==> config.mk <==
export PLATFORM = sky130hd
export DESIGN_NAME = lfu_cache_key_value_store
export DESIGN_NICKNAME = d
export VERILOG_FILES = /design/src/hw/rtl/lfu_kvs_pkg.sv /design/src/hw/rtl/lfu_kvs_ctrl.sv /design/src/hw/rtl/lfu_kvs_dp.sv /design/src/hw/rtl/lfu_cache_key_value_store.sv
export VERILOG_INCLUDE_DIRS = /design/src /design/src/hw/rtl
export SDC_FILE = /design/constraint.sdc
export NUM_CORES = 2
export LEC_CHECK = 0
export BUFFER_PORTS_ARGS = -buffer_cell sky130_fd_sc_hd__buf_4
export CAP_MARGIN = 20
export CELL_PAD_IN_SITES_DETAIL_PLACEMENT = 0
export CELL_PAD_IN_SITES_GLOBAL_PLACEMENT = 1
export CORE_ASPECT_RATIO = 0.6
export CORE_MARGIN = 2
export CORE_UTILIZATION = 39
export CTS_CLUSTER_SIZE = 10
export DETAILED_ROUTE_END_ITERATION = 16
export GPL_ROUTABILITY_DRIVEN = 0
export GPL_TIMING_DRIVEN = 0
export PLACE_DENSITY_LB_ADDON = 0.25
export SLEW_MARGIN = 10
export SYNTH_ARGS = -nofsm -noshare
export SYNTH_HDL_FRONTEND = slang
export SYNTH_SLANG_ARGS = --single-unit
==> constraint.sdc <==
create_clock -name clk -period 10.7 [get_ports clk]
set_clock_uncertainty 0.2 [all_clocks]
set_input_delay 2.14 -clock clk [delete_from_list [all_inputs] [get_ports clk]]
set_output_delay 2.14 -clock clk [all_outputs]
set_load 0.05 [all_outputs]
==> src/hw/rtl/lfu_cache_key_value_store_defines.svh <==
// Assertion macros used by the key-value store top level.
`ifndef LFU_CACHE_KEY_VALUE_STORE_DEFINES_SVH
`define LFU_CACHE_KEY_VALUE_STORE_DEFINES_SVH
`ifndef SYNTHESIS
// Same-cycle implication, disabled while reset is asserted.
`define LFU_ASSERT_IMP(lbl, clk, rst_n, ante, cons, msg) \
	lbl: assert property (@(posedge clk) disable iff (!rst_n) (ante) |-> (cons)) \
		else $error(msg);
// Next-cycle implication, disabled while reset is asserted.
`define LFU_ASSERT_NXT(lbl, clk, rst_n, ante, cons, msg) \
	lbl: assert property (@(posedge clk) disable iff (!rst_n) (ante) |=> (cons)) \
		else $error(msg);
`else
`define LFU_ASSERT_IMP(lbl, clk, rst_n, ante, cons, msg)
`define LFU_ASSERT_NXT(lbl, clk, rst_n, ante, cons, msg)
`endif
`endif

==> src/hw/rtl/lfu_kvs_pkg.sv <==
// Shared constants and types of the LFU key-value store.
package lfu_kvs_pkg;

	localparam int CAPACITY    = 16;
	localparam int COUNT_WIDTH = 16;
	localparam int DATA_W      = 32;
	localparam int CAP_W       = 5;
	localparam int IDX_W       = (CAPACITY > 1) ? $clog2(CAPACITY) : 1;
	localparam int NUM_W       = $clog2(CAPACITY + 1);
	localparam int CMP_W       = (NUM_W > CAP_W) ? NUM_W : CAP_W;
	localparam logic [CAP_W-1:0] CAP_RESET = CAP_W'(16);

	// Controller states.
	typedef enum logic [1:0] {
		ST_IDLE,
		ST_SCAN,
		ST_COMMIT
	} state_t;

	// Commands from the controller to the datapath.
	typedef struct packed {
		logic             load;
		logic             scan;
		logic             commit;
		logic [IDX_W-1:0] idx;
	} cmd_t;

endpackage

==> src/hw/rtl/lfu_kvs_ctrl.sv <==
// Controller of the key-value store: sequences capture, scan and update of one beat.
module lfu_kvs_ctrl (
	input  logic                clk,
	input  logic                arst_n,
	input  logic                s_tvalid,
	output logic                s_tready,
	output logic                m_tvalid,
	input  logic                m_tready,
	output lfu_kvs_pkg::cmd_t   cmd
);

	localparam logic [lfu_kvs_pkg::IDX_W-1:0] LAST_IDX =
		lfu_kvs_pkg::IDX_W'(lfu_kvs_pkg::CAPACITY - 1);

	lfu_kvs_pkg::state_t state_q, state_d;
	logic [lfu_kvs_pkg::IDX_W-1:0] idx_q;
	logic out_valid_q;
	logic out_free;

	// The output register may be loaded when empty or being drained.
	assign out_free = !out_valid_q || m_tready;

	// Next state.
	always_comb begin
		state_d = state_q;
		unique case (state_q)
			lfu_kvs_pkg::ST_IDLE: begin
				if (s_tvalid) state_d = lfu_kvs_pkg::ST_SCAN;
			end
			lfu_kvs_pkg::ST_SCAN: begin
				if (idx_q == LAST_IDX) state_d = lfu_kvs_pkg::ST_COMMIT;
			end
			lfu_kvs_pkg::ST_COMMIT: begin
				if (out_free) state_d = lfu_kvs_pkg::ST_IDLE;
			end
			default: state_d = lfu_kvs_pkg::ST_IDLE;
		endcase
	end

	// Outputs and commands.
	always_comb begin
		s_tready   = 1'b0;
		cmd.load   = 1'b0;
		cmd.scan   = 1'b0;
		cmd.commit = 1'b0;
		cmd.idx    = idx_q;
		unique case (state_q)
			lfu_kvs_pkg::ST_IDLE: begin
				s_tready = 1'b1;
				cmd.load = s_tvalid;
			end
			lfu_kvs_pkg::ST_SCAN: begin
				cmd.scan = 1'b1;
			end
			lfu_kvs_pkg::ST_COMMIT: begin
				cmd.commit = out_free;
			end
			default: begin
				s_tready = 1'b0;
			end
		endcase
	end

	assign m_tvalid = out_valid_q;

	// State register and scan index.
	always_ff @(posedge clk or negedge arst_n) begin
		if (!arst_n) begin
			state_q <= lfu_kvs_pkg::ST_IDLE;
			idx_q   <= '0;
		end else begin
			state_q <= state_d;
			if (cmd.load) begin
				idx_q <= '0;
			end else if (cmd.scan) begin
				idx_q <= idx_q + 1'b1;
			end
		end
	end

	// Result valid flag: set by an update, cleared when the beat is taken.
	always_ff @(posedge clk or negedge arst_n) begin
		if (!arst_n) begin
			out_valid_q <= 1'b0;
		end else if (cmd.commit) begin
			out_valid_q <= 1'b1;
		end else if (m_tready) begin
			out_valid_q <= 1'b0;
		end
	end

endmodule

==> src/hw/rtl/lfu_kvs_dp.sv <==
// Datapath of the key-value store: entry storage, serial scan, update and result register.
module lfu_kvs_dp (
	input  logic                              clk,
	input  logic                              arst_n,
	input  lfu_kvs_pkg::cmd_t                 cmd,
	input  logic                              cap_wr_en,
	input  logic [lfu_kvs_pkg::CAP_W-1:0]     cap_wr_data,
	input  logic                              in_opcode,
	input  logic [lfu_kvs_pkg::DATA_W-1:0]    in_key,
	input  logic [lfu_kvs_pkg::DATA_W-1:0]    in_value,
	output logic                              out_hit,
	output logic [lfu_kvs_pkg::DATA_W-1:0]    out_read_value,
	output logic                              out_evicted,
	output logic [lfu_kvs_pkg::DATA_W-1:0]    out_evicted_key
);

	localparam int N   = lfu_kvs_pkg::CAPACITY;
	localparam int IW  = lfu_kvs_pkg::IDX_W;
	localparam int NW  = lfu_kvs_pkg::NUM_W;
	localparam int CW  = lfu_kvs_pkg::COUNT_WIDTH;
	localparam int DW  = lfu_kvs_pkg::DATA_W;
	localparam int MW  = lfu_kvs_pkg::CMP_W;
	localparam logic [CW-1:0] COUNT_MAX = '1;

	// Configuration and captured input beat.
	logic [lfu_kvs_pkg::CAP_W-1:0] cap_q;
	logic          op_q;
	logic [DW-1:0] key_q;
	logic [DW-1:0] wval_q;

	// Entry store.
	logic [N-1:0]  valid_q;
	logic [DW-1:0] keys_q  [N];
	logic [DW-1:0] vals_q  [N];
	logic [CW-1:0] cnt_q   [N];
	logic [IW-1:0] rank_q  [N];

	// Scan results.
	logic [NW-1:0] nvalid_q;
	logic          found_q;
	logic [IW-1:0] found_slot_q;
	logic [DW-1:0] found_val_q;
	logic [IW-1:0] found_rank_q;
	logic          free_any_q;
	logic [IW-1:0] free_slot_q;
	logic          min_any_q;
	logic [IW-1:0] min_slot_q;
	logic [CW-1:0] min_cnt_q;
	logic [IW-1:0] min_rank_q;
	logic [DW-1:0] min_key_q;

	// Entry under the scan pointer.
	logic          e_valid;
	logic [DW-1:0] e_key;
	logic [CW-1:0] e_cnt;
	logic [IW-1:0] e_rank;
	logic          e_better;

	// Update decisions.
	logic [NW-1:0] cap_eff;
	logic          enabled;
	logic          hit;
	logic          ins;
	logic          ins_free;
	logic          ins_evict;
	logic          promote;
	logic [IW-1:0] slot;
	logic [IW-1:0] old_rank;
	logic [IW-1:0] new_rank;

	assign e_valid = valid_q[cmd.idx];
	assign e_key   = keys_q[cmd.idx];
	assign e_cnt   = cnt_q[cmd.idx];
	assign e_rank  = rank_q[cmd.idx];

	// Lower count wins; equal counts fall back to the older rank.
	assign e_better = e_valid && (!min_any_q || (e_cnt < min_cnt_q) ||
		((e_cnt == min_cnt_q) && (e_rank < min_rank_q)));

	// Effective capacity is limited to the number of physical entries.
	always_comb begin
		if (MW'(cap_q) > MW'(N)) begin
			cap_eff = NW'(N);
		end else begin
			cap_eff = NW'(cap_q);
		end
	end

	assign enabled   = (cap_eff != '0);
	assign hit       = enabled && found_q;
	assign ins       = enabled && !found_q && op_q;
	assign ins_free  = ins && (nvalid_q < cap_eff);
	assign ins_evict = ins && !ins_free;
	assign promote   = hit || ins_evict;
	assign old_rank  = hit ? found_rank_q : min_rank_q;
	assign new_rank  = promote ? IW'(nvalid_q - 1'b1) : IW'(nvalid_q);

	always_comb begin
		if (found_q) begin
			slot = found_slot_q;
		end else if (ins_free) begin
			slot = free_slot_q;
		end else begin
			slot = min_slot_q;
		end
	end

	// Capacity register.
	always_ff @(posedge clk or negedge arst_n) begin
		if (!arst_n) begin
			cap_q <= lfu_kvs_pkg::CAP_RESET;
		end else if (cap_wr_en) begin
			cap_q <= cap_wr_data;
		end
	end

	// Valid bits: set when a free slot is filled.
	always_ff @(posedge clk or negedge arst_n) begin
		if (!arst_n) begin
			valid_q <= '0;
		end else if (cmd.commit && ins_free) begin
			valid_q[slot] <= 1'b1;
		end
	end

	// Input capture and scan over one entry per cycle.
	always_ff @(posedge clk) begin
		if (cmd.load) begin
			op_q       <= in_opcode;
			key_q      <= in_key;
			wval_q     <= in_value;
			nvalid_q   <= '0;
			found_q    <= 1'b0;
			free_any_q <= 1'b0;
			min_any_q  <= 1'b0;
		end else if (cmd.scan) begin
			nvalid_q <= nvalid_q + NW'(e_valid);
			if (e_valid && !found_q && (e_key == key_q)) begin
				found_q      <= 1'b1;
				found_slot_q <= cmd.idx;
				found_val_q  <= vals_q[cmd.idx];
				found_rank_q <= e_rank;
			end
			if (!e_valid && !free_any_q) begin
				free_any_q  <= 1'b1;
				free_slot_q <= cmd.idx;
			end
			if (e_better) begin
				min_any_q  <= 1'b1;
				min_slot_q <= cmd.idx;
				min_cnt_q  <= e_cnt;
				min_rank_q <= e_rank;
				min_key_q  <= e_key;
			end
		end
	end

	// Entry update: value, key, count and recency order.
	always_ff @(posedge clk) begin
		if (cmd.commit) begin
			if (promote) begin
				for (int i = 0; i < N; i++) begin
					if (valid_q[i] && (IW'(i) != slot) && (rank_q[i] > old_rank)) begin
						rank_q[i] <= rank_q[i] - 1'b1;
					end
				end
			end
			if (promote || ins_free) begin
				rank_q[slot] <= new_rank;
			end
			if (ins) begin
				keys_q[slot] <= key_q;
				cnt_q[slot]  <= CW'(1);
			end else if (hit && (cnt_q[slot] != COUNT_MAX)) begin
				cnt_q[slot] <= cnt_q[slot] + 1'b1;
			end
			if (ins || (hit && op_q)) begin
				vals_q[slot] <= wval_q;
			end
		end
	end

	// Result register.
	always_ff @(posedge clk) begin
		if (cmd.commit) begin
			out_hit         <= hit;
			out_read_value  <= (hit && !op_q) ? found_val_q : '1;
			out_evicted     <= ins_evict;
			out_evicted_key <= ins_evict ? min_key_q : '0;
		end
	end

endmodule

==> src/hw/rtl/lfu_cache_key_value_store.sv <==
// Top level of the LFU key-value store with least-recent tie break.
//
// Input beats arrive on s_tvalid/s_tready: s_tuser[0] is the opcode (0 get,
// 1 put), s_tdata carries the key and the value to write. Each input beat
// yields exactly one result beat on m_tvalid/m_tready: m_tuser flags a hit
// and an eviction, m_tdata carries the read value and the evicted key.
// The user must write the capacity register with capacity_in_use_wr_en
// only while idle; the block does not enforce this. An item passes through
// capture of the beat, a scan of the store one entry at a time through its
// single read port for the key match, the free slot and the replacement
// candidate, and an update of the store, before the next beat is taken.
// m_tvalid is registered and rises as the controller returns to idle.
// The result sits in an output register, so a new beat is accepted and
// scanned while the previous result waits; if the receiver still stalls at
// the end of that scan, the update holds until the output register frees.
// Reset clears all valid bits and sets the capacity to 16; no clearing
// pass is needed, the block is ready for input as soon as reset is released.
`include "lfu_cache_key_value_store_defines.svh"
module lfu_cache_key_value_store (
	input  logic        clk,
	input  logic        arst_n,
	input  logic        capacity_in_use_wr_en,
	input  logic [4:0]  capacity_in_use_wr_data,
	input  logic        s_tvalid,
	output logic        s_tready,
	input  logic [63:0] s_tdata,   // key [31:0], write_value [63:32]
	input  logic [0:0]  s_tuser,   // opcode [0]
	output logic        m_tvalid,
	input  logic        m_tready,
	output logic [63:0] m_tdata,   // read_value [31:0], evicted_key [63:32]
	output logic [1:0]  m_tuser    // hit [0], evicted [1]
);

	lfu_kvs_pkg::cmd_t cmd;
	logic out_hit;
	logic out_evicted;

	// Control sequencer.
	lfu_kvs_ctrl u_ctrl (
		.clk      (clk),
		.arst_n   (arst_n),
		.s_tvalid (s_tvalid),
		.s_tready (s_tready),
		.m_tvalid (m_tvalid),
		.m_tready (m_tready),
		.cmd      (cmd)
	);

	// Storage, scan and result datapath.
	lfu_kvs_dp u_dp (
		.clk             (clk),
		.arst_n          (arst_n),
		.cmd             (cmd),
		.cap_wr_en       (capacity_in_use_wr_en),
		.cap_wr_data     (capacity_in_use_wr_data),
		.in_opcode       (s_tuser[0]),
		.in_key          (s_tdata[31:0]),
		.in_value        (s_tdata[63:32]),
		.out_hit         (out_hit),
		.out_read_value  (m_tdata[31:0]),
		.out_evicted     (out_evicted),
		.out_evicted_key (m_tdata[63:32])
	);

	assign m_tuser = {out_evicted, out_hit};

	// Checks on the sequencing of a beat through the block.
	`LFU_ASSERT_NXT(a_accept_starts_scan, clk, arst_n, s_tvalid && s_tready,
		cmd.scan && (cmd.idx == '0), "accepted beat did not start a scan at entry zero")
	`LFU_ASSERT_IMP(a_commit_out_free, clk, arst_n, cmd.commit,
		!m_tvalid || m_tready, "update would overwrite a result not yet taken")
	`LFU_ASSERT_IMP(a_idle_no_work, clk, arst_n, s_tready,
		!cmd.scan && !cmd.commit, "scan or update issued while ready for input")
	`LFU_ASSERT_NXT(a_commit_gives_result, clk, arst_n, cmd.commit,
		m_tvalid, "update did not present a result beat")

endmodule
==> results.md <==
- The hold-critical path endpoint is u_dp.out_read_value[13].
- The origin of the worst min-delay path is u_dp.found_val_q[13].
- The count of nets left with antenna violations after detail routing is 0.
- STA classifies the critical path startpoint as a register.
- The worst-path cell with the longest stage delay is clkbuf_1.
- The number of buffer cells added on primary ports is 142.
- The area of all sequential standard cells is between 0.04 and 0.05 mm^2.
- The total routed wirelength is ~200 mm.
- In this run the static leakage power is between 20 and 25 nW.
- In this run the tightest slew margin relative to its limit is 20.6%.
- The number of rows in the core area is about 120.
- The number of antenna violations at the first check in global routing is 10.
- Of all flip-flops after synthesis, the portion carrying an async set or reset was 1.74%.
- Setup repair after global routing left no endpoint under its margin.
- In this run, CTS created clock tree buffers numbering between 150 and 200.
- The net total in the final layout is between 4,000 and 5,000.
- The TritonCTS clock tree is built.
- The power density of the placed cells is approximately 220 mW/mm^2.
- The floorplan step set the die width to 538 um.
- Across all layers, the routed design uses between 30,000 and 40,000 vias.
- The capture point of the worst reg-to-reg path is u_dp.min_key_q[5].
- The total count of hold-check failures in the final report is 0.
- The number of buffers on the longest clock path is 3.
- The category of the critical setup timing path is reg -> reg.
- The minimum clock period after layout is between 8 and 9 ns.
- Counting instances, the worst hold path has a depth of 1.
- The number of distinct standard cells referenced by the synthesized netlist is 75.
- The number of global-route vias before repair was 35,900.
- The clock net in this run drives a total of between 1,500 and 2,000 sinks.
- The count of hold buffers inserted by post-cts repair is 0.
- At the worst endpoint, the required time is 10.99 ns.
- For met3 alone, demand over resource in global routing was under 10%.
- The level count of the clock H-tree is 4.
- After layout, the worst path uses between 80% and 90% of the clock period.
- The total number of yosys warnings is 0.
- Cells with a size suffix above 1 make up about a quarter of the layout.
- In this run the standard cell core region covers between 0.15 and 0.2 mm^2.
- The library cells used most frequently in the layout, excluding fill and tap cells, are edfxtp_1, mux4_2, nand2_1.
- The most critical setup path has its startpoint at u_ctrl.idx_q[1].
- The number of cells on the worst reg-to-reg path is 20.
- The clock network latency to the later pin of the worst-skew pair is about 0.83 ns.
- The DRC marker count from the first detailed-route iteration is roughly 5,100.
- After global routing, the most crowded layer is met1.
- For this run, the slowest stage of the critical path takes about 0.9 ns.
- The wire length per cell after detailed routing is about 31 um.
- STA classifies the critical path endpoint as a register.
- The CTS clock-pin slew for the worst setup and hold paths is 0.06 ns.
- The register-to-register setup slack is roughly 1.7 ns.
- The actual slew at the worst max-slew pin is about 1.2 ns.
- The maximum resistive drop on vdd is approximately 0.17 mV.
- The count of final setup violators is 0.
- Data arrives at the worst endpoint at 9.25 ns.
- In the final timing run, aggregate negative setup slack is 0 ns.
- The area occupied by multi-input gates is 0.0180 mm^2.
- The number of nets in the synthesized netlist is around 3,700.
- Global routing finished with a remaining overflow of 0.
- The boundary pin count is between 100 and 150.
- The total track usage is a little under a quarter.
- In this run the mean area of a mapped cell was about 19 um^2.
- After synthesis, flip-flops and latches occupy about 72% of the total area.
- Compared with the post-synthesis result, the final layout area differs by 17.6%.
- The final count of pins violating max slew came to 0.
- Measured along the y axis, the die boundary spans approximately 320 um.
- After clock tree synthesis, the repair step resized 0 gates.
- Counting stages on the worst path, the most repeated cell is clkbuf_1.
- The most common cell after layout, fill and taps aside is edfxtp_1.
- The worst register-to-register path begins at u_ctrl.idx_q[1].
- The run finished with clean final reports.
- Walking the worst path, the cells encountered are clkbuf_1, clkbuf_1, clkbuf_1, buf_1, clkbuf_1, clkbuf_1, mux4_2, mux4_2, ha_1, nor2b_1, o21a_1, o21ai_0, nand2b_1, a21oi_1, o21ai_0, a21oi_1, nand2_1, a31oi_4, buf_16, buf_16.
- In this run the worst path has a maximum fanout of 16.
- The filler cell count is ~14,000.
- The synthesized design contains between 1,500 and 2,000 enable-type register cells.
- Entering global routing, the biggest net connects 34 pins.
- The HPWL reported at the end of detailed placement is roughly 130 mm.
- The number of storage elements in the synthesis netlist is around 1,600.
- The number of maximum-capacitance constraint violations is 0.
- The first global-routing pass estimated around 280 mm of wire.
- In the routed design, unresolved DRC markers number 0.
- The post-CTS setup buffer count is 0.
- The routing usage on met2 is approximately 30%.
- The global-route track usage on met1 is 36.6%.
- The highest clock rate is 112 MHz.
- Using the TritonRoute via totals, the vias-per-cell ratio works out to slightly below 6.
- The root buffer cell chosen for the clock tree is clkbuf_16.
- The floorplan step defined a die boundary enclosing 0.175 mm^2.
- Hold timing on the final database bottoms out at a slack of 0.299 ns.
- The initial cell density of the core is roughly 40%.
- The number of detailed-route iterations in the first pass is 6.
- For this run, the leading register cell type out of synthesis is edfxtp_1.
- The synthesized instance count is 3,523.
- The final core area utilization is 46.2%.
- Summing every instance area after synthesis gives 0.0667 mm^2.
- The path class of the tightest hold or removal check is reg -> reg.
## flip-flops by register name, summed over array words and instances, names as in the netlist, 2 cells and up
name                  flops
u_dp.keys_q             512
u_dp.vals_q             512
u_dp.cnt_q              256
u_dp.rank_q              64
u_dp.found_val_q         32
u_dp.key_q               32
u_dp.min_key_q           32
u_dp.out_evicted_key     32
u_dp.out_read_value      32
u_dp.wval_q              32
u_dp.min_cnt_q           16
u_dp.valid_q             16
u_dp.cap_q                5
u_dp.nvalid_q             5
u_ctrl.idx_q              4
u_dp.found_rank_q         4
u_dp.found_slot_q         4
u_dp.free_slot_q          4
u_dp.min_rank_q           4
u_dp.min_slot_q           4
u_ctrl.state_q            2
## where the power goes
group,internal [W],switching [W],leakage (nW),total (W)
sequential,0.00716,0.000171,14.1,0.00733
combinational,0.00200,0.00275,8.41,0.00475
clock,0.00309,0.00248,2.43,0.00556
total,0.0123,0.00540,24.9,0.0176
## worst max path at each step
stage | to | slack (ns) | cells past startpoint
4_1_cts | u_dp.min_key_q[5] | 1.70 | 19
2_1_floorplan | u_dp.min_cnt_q[0] | 2.19 | 19
5_1_grt | u_dp.min_key_q[5] | 1.31 | 19
3_3_place_gp | u_dp.min_key_q[27] | -4.50 | 13
3_5_place_dp | u_dp.min_key_q[27] | 1.71 | 19
6_report | u_dp.min_key_q[5] | 1.74 | 20
## synthesized netlist by cell type, types with 31 or more instances
cell | number | area (um^2)
clkbuf_1 | 98 | 368
nand2_1 | 263 | 987
nor2_1 | 129 | 484
ha_1 | 108 | 1350
nor3_1 | 56 | 280
mux2i_1 | 32 | 320
inv_1 | 64 | 240
nand3_1 | 35 | 175
edfxtp_1 | 1575 | 47300
xor2_1 | 40 | 350
a21oi_1 | 92 | 460
and2_1 | 35 | 219
nand4_1 | 34 | 213
mux4_2 | 425 | 9570
or3_1 | 34 | 213
xnor2_1 | 37 | 324
buf_1 | 37 | 139
o21ai_0 | 73 | 365
a211oi_1 | 31 | 233
## metrics by stage
stage                     cells  instance area, um^2  setup WS, ns  total power, W
after floorplan            3523                66700          2.19          0.0103
after global placement     5926                70600         -4.50          0.0120
after detailed placement   6034                73300          1.71          0.0121
after CTS                  6269                78300          1.70          0.0177
after global routing       6286                78500          1.31          0.0183
final                      6288                78500          1.74          0.0176
## kinds of logic (layout without fill, tap and decap cells)
| family | count (synthesis) | in the layout | synth area share, % |
|---|---|---|---|
| AOI/OAI and AO/OA | 359 | 359 | 3.64 |
| xor gates and xnor gates | 77 | 77 | 1.01 |
| adders and majority gates | 108 | 108 | 2.02 |
| buffers and inverters | 249 | 750 | 1.64 |
| DFF | 1611 | 1611 | 72.2 |
| muxes | 463 | 463 | 14.9 |
| other | 0 | 3 | 0 |
| and+or+nand+nor | 656 | 656 | 4.61 |
## worst max-delay path: cells and delay by family (launching register included)
family                   cells  cell delay [ns]
flip-flops                   1             0.43
buffers and inverters        8             4.77
adder cells (fa/ha/maj)      1             0.32
AND/OR/NAND/NOR              3             0.33
AO/OA/AOI/OAI                6             1.58
multiplexers                 2             0.95
## area by class of cell
cell class | count | share of cell area [%]
Antenna cell | 3 | 0.00956
Buffer | 185 | 1.12
Clock buffer | 220 | 5.96
Clock inverter | 15 | 0.472
Inverter | 64 | 0.306
Multi-Input combinational cell | 1663 | 22.9
Sequential cell | 1611 | 61.3
Tap cell | 2261 | 3.60
Timing Repair Buffer | 266 | 4.28
## per-layer routing
metal,vias up,routed length [um]
li1,15200,-
met1,19600,92200
met2,1929,79700
met3,256,21300
met4,4,3970
met5,-,27
No activity file was read; power rests on OpenSTA's default activity.
